===== src/sps_pkg.sv =====
// Shared types and constants for the shortest-path search block.
// No dependencies; imported by every module of the block.
package sps_pkg;

    localparam int NODE_W        = 6;
    localparam int DIST_W        = 24;
    localparam int WEIGHT_W      = 16;
    localparam int CNT_W         = 7;
    localparam int DEF_MAX_NODES = 64;
    localparam int DEF_MAX_EDGES = 256;

    // configuration register indexes
    localparam logic REG_SOURCE = 1'b0;
    localparam logic REG_COUNT  = 1'b1;

    // one classified edge request, front to back
    typedef struct packed {
        logic [NODE_W-1:0]   node_a;
        logic [NODE_W-1:0]   node_b;
        logic [WEIGHT_W-1:0] weight;
        logic                last_edge;
        logic                bad;
    } t_edge_req;

    // status from the back part
    typedef struct packed {
        logic done;
    } t_back_stat;

endpackage


===== src/sps_front.sv =====
// Front part: takes edge requests, flags bad node indexes, queues them.
// Depends on sps_pkg.
module sps_front
    import sps_pkg::*;
#(
    parameter int MAX_NODES = DEF_MAX_NODES
) (
    input  logic                               i_clk,
    input  logic                               i_rst_n,
    input  logic                               i_start,
    output logic                               o_busy,
    input  logic [NODE_W-1:0]                  i_node_a,
    input  logic [NODE_W-1:0]                  i_node_b,
    input  logic [WEIGHT_W-1:0]                i_weight,
    input  logic                               i_last_edge,
    input  logic [$clog2(MAX_NODES+1)-1:0]     i_n,
    output t_edge_req                          o_req,
    output logic                               o_req_valid,
    input  logic                               i_req_pop,
    input  t_back_stat                         i_stat
);

    localparam int NCW = $clog2(MAX_NODES + 1);
    localparam int CW  = (NODE_W > NCW) ? NODE_W : NCW;

    t_edge_req  r_q [2];
    logic       r_wr_ptr;
    logic       r_rd_ptr;
    logic [1:0] r_fill;
    logic       r_wait;
    logic       accept;
    t_edge_req  req_in;

    assign o_busy      = (r_fill == 2'd2) | r_wait;
    assign accept      = i_start & ~o_busy;
    assign o_req       = r_q[r_rd_ptr];
    assign o_req_valid = (r_fill != 2'd0);

    always_comb begin
        req_in.node_a    = i_node_a;
        req_in.node_b    = i_node_b;
        req_in.weight    = i_weight;
        req_in.last_edge = i_last_edge;
        req_in.bad       = (CW'(i_node_a) >= CW'(i_n)) | (CW'(i_node_b) >= CW'(i_n));
    end

    always_ff @(posedge i_clk) begin
        if (accept) begin
            r_q[r_wr_ptr] <= req_in;
        end
    end

    always_ff @(posedge i_clk) begin
        if (!i_rst_n) begin
            r_wr_ptr <= 1'b0;
            r_rd_ptr <= 1'b0;
            r_fill   <= 2'd0;
            r_wait   <= 1'b0;
        end else begin
            if (accept) begin
                r_wr_ptr <= ~r_wr_ptr;
            end
            if (i_req_pop) begin
                r_rd_ptr <= ~r_rd_ptr;
            end
            r_fill <= r_fill + {1'b0, accept} - {1'b0, i_req_pop};
            // hold off new requests from the last edge until the results are out
            if (accept && i_last_edge) begin
                r_wait <= 1'b1;
            end else if (i_stat.done) begin
                r_wait <= 1'b0;
            end
        end
    end

endmodule


===== config.mk =====
export PLATFORM = sky130hd
export DESIGN_NAME = sps_front
export DESIGN_NICKNAME = d
export VERILOG_FILES = /design/src/sps_pkg.sv /design/src/sps_front.sv
export SDC_FILE = /design/constraint.sdc
export NUM_CORES = 1
export LEC_CHECK = 0
export BUFFER_PORTS_ARGS = -buffer_cell sky130_fd_sc_hd__buf_2
export CAP_MARGIN = 20
export CELL_PAD_IN_SITES_DETAIL_PLACEMENT = 1
export CELL_PAD_IN_SITES_GLOBAL_PLACEMENT = 2
export CORE_ASPECT_RATIO = 0.5
export CORE_MARGIN = 1.5
export CORE_UTILIZATION = 36
export CTS_BUF_LIST = sky130_fd_sc_hd__clkbuf_16
export DETAILED_ROUTE_END_ITERATION = 8
export PLACE_DENSITY = 0.86
export REMOVE_ABC_BUFFERS = 1
export SYNTH_ARGS = -nofsm -noshare
export SYNTH_HDL_FRONTEND = slang
export SYNTH_SLANG_ARGS = --single-unit

===== constraint.sdc =====
create_clock -name i_clk -period 3.4 [get_ports i_clk]
set_input_delay 0.17 -clock i_clk [delete_from_list [all_inputs] [get_ports i_clk]]
set_output_delay 0.17 -clock i_clk [all_outputs]
set_load 0.02 [all_outputs]

==> results.md, run 1 <==
* Outcome: finished, final reports clean
* Layout Cells excl Fill at 338
* Largest net degree at the start of global routing at 31
* CP max FO at 17
* Routed WL at 5510 um
* Reg power frac at 0.412
* Final min period at 2.059 ns
* Placed instance area at 3171 sq um
* Boundary pin count at 73
* Total number of H-tree levels at 3
* Comb pwr share at 0.187
* Area leader, netlist: edfxtp_1
* First-pass GRT wire length at 8832 um
* Drt pass-1 iters at 3
* Worst EP arrival at 2.07 ns
* Int Power at 1.926 mW
* Critical Path Sink Type: flop
* R2R depth at 5
* Root Buffer: clkbuf_16
* DR vias at 1571
* Clock Power Share at 0.402
* Psw at 662.3 uW
* PnR worst setup slack at 1.341 ns
* Hold Path Class: in2reg
* Leakage power at 1.431 nW
* Final Hold Viols at 0
* Max rail drop VDD at 0.0002596 V
* Worst-Margin Slew at 0.8152 ns
* Layout Nets at 292
* Clk slew on worst S/H paths at 0.05 ns
* CTS sink count at 66
* CTS resizes at 0
* Reg2Reg Setup Slack at 1.34 ns
* MaxCap Viol Count at 0
* Post-synthesis async set-or-reset flop share at 0
* CP Class: reg2reg
* # rows at 22
* Relative max-transition margin at 0.4560
* Slew Limit Fails at 0
* Netlist Area Pre-Place at 2688 sq um
* Final estimated routing congestion in global placement at 0.6978
* Dominant synthesized flop cell: edfxtp_1
* Synth Register Bits at 66
* Fmax at 485.7 MHz
* CP Cell Sequence: inv_1 > a21oi_2 > nand2_2 > nor2_2 > buf_4
* Worst setup SP type: flop
* Total power draw at 2.588 mW
* Post-layout instance area at 3506 sq um
* CTS tree: done
* Pre-CTS WS at 1.295 ns
* Vias in the first global route at 1784
* Diodes inserted at 0
* Layout Utilization at 0.4824
* Pwr/cell area at 738.3 nW/um^2
* Hold WS at 0.02868 ns
* Remaining antenna violation count at 0
* Clk buf depth at 2
* Final period util at 0.6056
* Clock Latency Late Sink at 0.33 ns
* Port Buf Inserts at 72
* Share of the synthesized area in the top cell type at 0.6704
* Sequential fraction of the synthesis area at 0.7151
* FILL cells at 759
* Core Area at 7267 sq um
* Congestion Overflow GR at 0
* Drt wl/cell at 16.30 um
* Worst path max stage delay at 0.63 ns
* Final worst clock skew at 0.003479 ns
* Hold-fix buffer count after cts at 0
* All-Layer GR Usage at 0.1485
* Worst Path Buf+Inv at 2
* Reg2reg end: r_q[0][9]
* Warnings from Yosys at 0
* 1st-iter DRT viols at 71
* Critical path's slowest cell: nor2_2
* RSZ-0062 raised after global routing: false
* Share of cells above drive strength 1 at 0.5083
* Starting Density at 0.3698
* Reg-to-reg startpoint: r_fill[0]
* # DRC at 0
* Top post-synthesis cells by area: edfxtp_1 (67%), mux2_2 (13%), ha_1 (6.5%)
* Detail Placement HPWL at 3731 um
* Mean area per synthesized cell at 17.34 sq um
* Switching Share at 0.2559
* Post-Place Cells at 322
* Post-CTS setup repair buffer count at 0
* Die Height at 64.10 um
* Top delay family on crit path: simple AND/OR/NAND/NOR gates
* CP Data Required Time at 3.41 ns
* CP Capture Point: r_q[0][9]
* Setup TNS at 0 ns
* Cell variety after synth at 25
* Initial antenna violation count at 0
* Area Growth Syn to Fin at 30.45%
* Drt via density at 4.648
* Endpoints failing setup at 0
* Crit path from: r_fill[0]
* TritonCTS Buffers at 9
* Die area at 8024 sq um
* EDFF count, synth at 60
* Post-Syn Instances at 155
* Worst path depth at 5
* Die W at 125.2 um
## cell families (layout without fill, tap and decap cells)
kind of cell | after synthesis | after routing | synth area share
adder cells (fa/ha/maj) | 14 | 14 | 0.06518
multiplexers | 30 | 30 | 0.1257
AO/OA/AOI/OAI | 13 | 13 | 0.03166
buffers and inverters | 14 | 101 | 0.02095
XOR/XNOR | 3 | 3 | 0.009778
AND/OR/NAND/NOR | 15 | 15 | 0.03166
flip-flops | 66 | 66 | 0.7151
## power groups by stage
stage	clock network, mW	registers (mW)	logic, mW
final	1.04	1.07	0.483
after CTS	1.05	1.07	0.494
after floorplan	0	1.08	0.312
after global placement	0	1.07	0.476
after detailed placement	0	1.08	0.489
after global routing	1.08	1.08	0.526
## cell usage after synthesis (all sizes together), types with 2 or more instances
library cell / n
edfxtp: 60
mux2: 30
ha: 14
inv: 11
dfxtp: 6
and2: 5
a21oi: 4
buf: 3
nand2: 3
a21o: 2
a31oi: 2
nand2b: 2
nor2: 2
o21ai: 2
xnor2: 2
## sequential cells by signal, indices dropped and copies added (netlist names), named ones only
| signal | cells |
|---|---|
| r_q | 60 |
| r_wait | 1 |
| r_rd_ptr | 1 |
| r_fill | 2 |
| r_wr_ptr | 1 |
## final cells by class
class                   count  area, sq um  share of cell area
well taps                  96        120.1             0.03426
inverters                  11        41.29             0.01178
repair buffers             74        375.4              0.1071
clock inverters             7        110.1             0.03141
flip-flops and latches     66         1922              0.5482
clock buffers               9        225.2             0.06424
multi-input cells          75        711.9              0.2031
## per-layer routing
metal  routed length [um]  global-route usage  vias to the layer above  share of wire
li1                     -                   -                      747              -
met2                 3012              0.2698                       27           0.55
met5                    0                   0                        -              0
met4                  117             0.06818                        0          0.021
met1                 2180              0.1571                      783           0.40
met3                  200             0.05276                       14          0.036
## cell usage in the layout, fill, tap and decap left out, types with 2 or more instances in the layout
master | synthesis | layout
buf_2 | 3 | 72
edfxtp_1 | 60 | 60
mux2_2 | 30 | 30
ha_1 | 14 | 14
inv_1 | 11 | 13
clkbuf_16 | 0 | 9
dfxtp_1 | 6 | 6
and2_1 | 4 | 4
a21oi_1 | 3 | 3
bufinv_16 | 0 | 3
nand2b_1 | 2 | 2
a21o_1 | 2 | 2
a31oi_1 | 2 | 2
nand2_1 | 2 | 2
o21ai_0 | 2 | 2
xnor2_1 | 2 | 2
buf_4 | 0 | 2
## worst min-delay path by stage
stage	startpoint	to	slack, ns	cells past startpoint
2_1_floorplan	i_weight[8]	r_q[0][10]	0.27	0
3_3_place_gp	i_weight[11]	r_q[1][13]	0.36	1
3_5_place_dp	i_weight[15]	r_q[0][17]	0.36	1
4_1_cts	i_weight[14]	r_q[1][16]	0.02	1
5_1_grt	i_weight[14]	r_q[1][16]	0.02	1
6_report	i_weight[5]	r_q[0][7]	0.03	1
No activity file was read; power rests on OpenSTA's default activity.
==> run 2: changes to the inputs <==
ABC_AREA = 1   (was not set)
CORE_UTILIZATION = 33   (was 36)
PLACE_DENSITY = 0.84   (was 0.86)
clock period = 1.8 ns   (was 3.4 ns; I/O delays follow)
==> run 2 against run 1 <==
Compared with the run above: non-clock buffer count is 34 higher; cell area grew 13%; clock-buffer cell count unchanged; maximum frequency grew 25%; first-iteration DRC count decreased by 32%; clock skew increased by 0.0066 ns; wire length is 22% higher; total power grew 66%; critical path depth grew 5; critical path type unchanged.
==> results.md, run 2 <==
* Root Buffer: clkbuf_16
* Reg2Reg Setup Slack at 0.15 ns (-1.19 ns)
* # DRC at 0 (unchanged)
* Die Height at 69.14 um (+7.9%)
* Final Hold Viols at 0 (unchanged)
* Hold Path Stages at 3 (+2)
* Commonest non-fill, non-tap cell in the layout: buf_2
* Clock Latency Late Sink at 0.34 ns (about the same)
* Critical path's slowest cell: dfxtp_1
* Hold Path Class: in2reg
* Area Growth Syn to Fin at 37.54%
* Total number of H-tree levels at 3 (unchanged)
* R2R depth at 10 (+5)
* Hold Path Sink: r_rd_ptr
* Critical Path Sink Type: flop
* 1st-iter DRT viols at 48 (-32%)
* Warnings from Yosys at 0 (unchanged)
* Largest net degree at the start of global routing at 17 (-45%)
* Netlist Area Pre-Place at 2887 sq um (+7.4%)
* Port Buf Inserts at 72 (unchanged)
* Leakage power at 1.753 nW (+22%)
* CTS tree: done
* Post-synthesis async set-or-reset flop share at 0 (unchanged)
* Die W at 135.3 um (+8.0%)
* MaxCap Viol Count at 0 (unchanged)
* Area leader, netlist: edfxtp_1
* CP max FO at 4 (-13)
* Final estimated routing congestion in global placement at 0.6894 (-1.2%)
* CTS sink count at 66 (unchanged)
* # rows at 23 (+4.5%)
* Pwr/cell area at 1084 nW/um^2 (+47%)
* Drt via density at 4.393 (-5.5%)
* CP Data Required Time at 2.03 ns (-1.38 ns)
* Biggest regs: r_q (60), r_fill (2)
* Clk buf depth at 2 (unchanged)
* Final period util at 0.9171 (+0.3115)
* Most frequent cells in the layout: buf_2 (72), edfxtp_1 (60), mux2_4 (30), dlygate4sd3_1 (30), nand2_1 (29)
* Largest Register: r_q
* Share of the synthesized area in the top cell type at 0.6242 (-0.04620)
* Share of cells above drive strength 1 at 0.4039 (-0.1044)
* Final worst clock skew at 0.01004 ns (+0.006556 ns)
* Worst setup SP type: flop
* Worst-Margin Slew at 0.3173 ns (-0.4979 ns)
* Reg-to-reg startpoint: r_fill[0]
* Cell variety after synth at 14 (-44%)
* Outcome: finished, final reports clean
* Top post-synthesis cells by area: edfxtp_1 (62%), mux2_4 (16%), ha_1 (6.1%)
* EDFF count, synth at 60 (unchanged)
* Post-Syn Instances at 187 (+21%)
* Remaining antenna violation count at 0 (unchanged)
* Drt wl/cell at 16.04 um (-1.6%)
* Die area at 9352 sq um (+17%)
* Layout Nets at 358 (+23%)
* Synth Register Bits at 66 (unchanged)
* Initial antenna violation count at 1 (+1)
* Final min period at 1.651 ns (-0.4082 ns)
* Mean area per synthesized cell at 15.44 sq um (-11%)
* Hold Startpoint: i_req_pop
* Relative max-transition margin at 0.7885 (+0.3325)
* CP Class: reg2reg
* First-pass GRT wire length at 10520 um (+19%)
* DR vias at 1845 (+17%)
* Largest register FFs at 60 (unchanged)
* Sequential fraction of the synthesis area at 0.6658 (-0.04928)
* Worst path max stage delay at 0.34 ns (-0.29 ns)
* Setup TNS at 0 ns (unchanged)
* Clk slew on worst S/H paths at 0.05 ns (about the same)
* Detail Placement HPWL at 4198 um (+13%)
* Routed WL at 6737 um (+22%)
* Fmax at 605.8 MHz (+25%)
* TritonCTS Buffers at 9 (unchanged)
* Vias in the first global route at 2102 (+18%)
* RSZ-0062 raised after global routing: false
* Most frequent cells after synthesis: edfxtp_1 (60), mux2_4 (30), nand2_1 (29)
* Drt pass-1 iters at 3 (unchanged)
* Dominant synthesized flop cell: edfxtp_1
* Hold WS at 0.04888 ns (+0.02020 ns)
* Starting Density at 0.3507 (-0.01912)
* All-Layer GR Usage at 0.1537 (+0.005194)
* Reg2reg end: r_fill[1]
* Most common cell in the synthesized netlist: edfxtp_1
* Core Area at 8230 sq um (+13%)
* Slew Limit Fails at 0 (unchanged)
* Max rail drop VDD at 0.0004396 V (+69%)
* Worst EP arrival at 1.88 ns (-0.19 ns)
* CP dominant cell by count: nand2_1
* Endpoints failing setup at 0 (unchanged)
* CP Cell Sequence: inv_1 > nand2_1 > nand3_2 > ha_1 > inv_1 > ha_1 > xnor2_2 > nand2_1 > nand2_1 > nor2_1
* Boundary pin count at 73 (unchanged)
* Congestion Overflow GR at 0 (unchanged)
run 2: critical path: cells and delay by family, from the launching register on:
| kind | cells | cell delay (ns) |
|---|---|---|
| fa+ha+maj | 2 | 0.50 |
| simple gates | 5 | 0.44 |
| xor+xnor | 1 | 0.16 |
| flops | 1 | 0.34 |
| buf+inv | 2 | 0.10 |
run 2: area by class of cell:
class                      instances  area [sq um]
antenna                            1         2.502
fill                             877          4260
tap                              112         140.1
inverter                          24         90.09
timing repair buffer             108         705.7
sequential                        66          1923
multi-input combinational         94         855.8
clock inverter                     6         27.53
clock buffer                       9         225.2
run 2: cell families after synthesis:
kind of cell             synth area share
AND/OR/NAND/NOR                   0.05808
flip-flops                         0.6658
multiplexers                       0.1560
AO/OA/AOI/OAI                     0.01040
XOR/XNOR                         0.006070
buffers and inverters             0.04291
adder cells (fa/ha/maj)           0.06069
run 2: layer usage:
layer / vias up / global-route usage / wire (um)
li1: 890 / - / -
met1: 895 / 0.1519 / 2577
met2: 37 / 0.2800 / 3649
met3: 23 / 0.05740 / 251
met4: 0 / 0.08124 / 258
met5: - / 0 / 0
run 2: how the worst max path moves through the flow:
stage / depth (start not counted) / startpoint / slack, ns / end
final: 10 / r_fill[0] / 0.15 / r_fill[1]
after global routing: 10 / r_fill[0] / 0.02 / r_fill[1]
after CTS: 10 / r_fill[0] / 0.02 / r_fill[1]
after detailed placement: 10 / r_fill[0] / 0.08 / r_fill[1]
after global placement: 10 / r_fill[0] / 0.25 / r_fill[1]
after floorplan: 4 / r_fill[0] / -0.47 / r_q[1][0]
run 2: per-stage QoR:
stage	instance area [sq um]	setup slack, ns	util	cells	power (mW)
3_5_place_dp	3402	0.07780	0.4133	374	2.776
6_report	3970	0.1492	0.4824	420	4.304
2_1_floorplan	2853	-0.4730	-	184	2.484
3_3_place_gp	3402	0.2469	0.4133	374	2.728
4_1_cts	3955	0.02098	0.4805	419	4.315
5_1_grt	3970	0.02457	0.4824	420	4.480
run 2: power by group:
part           switching (mW)  internal (mW)  total, mW  leakage (nW)
Clock                   0.591          0.898       1.49         0.129
Combinational           0.502          0.399      0.900          1.02
Sequential             0.0496           1.86       1.91         0.607
Total                    1.14           3.16       4.30          1.75
run 2: timing repair:
item / 4_1_cts / 5_1_grt
setup endpoints to repair: 0 / 1
hold endpoints to repair: 60 / 0
hold buffers: 30 / 0
setup buffers: 0 / 0
resized for setup: 0 / 2
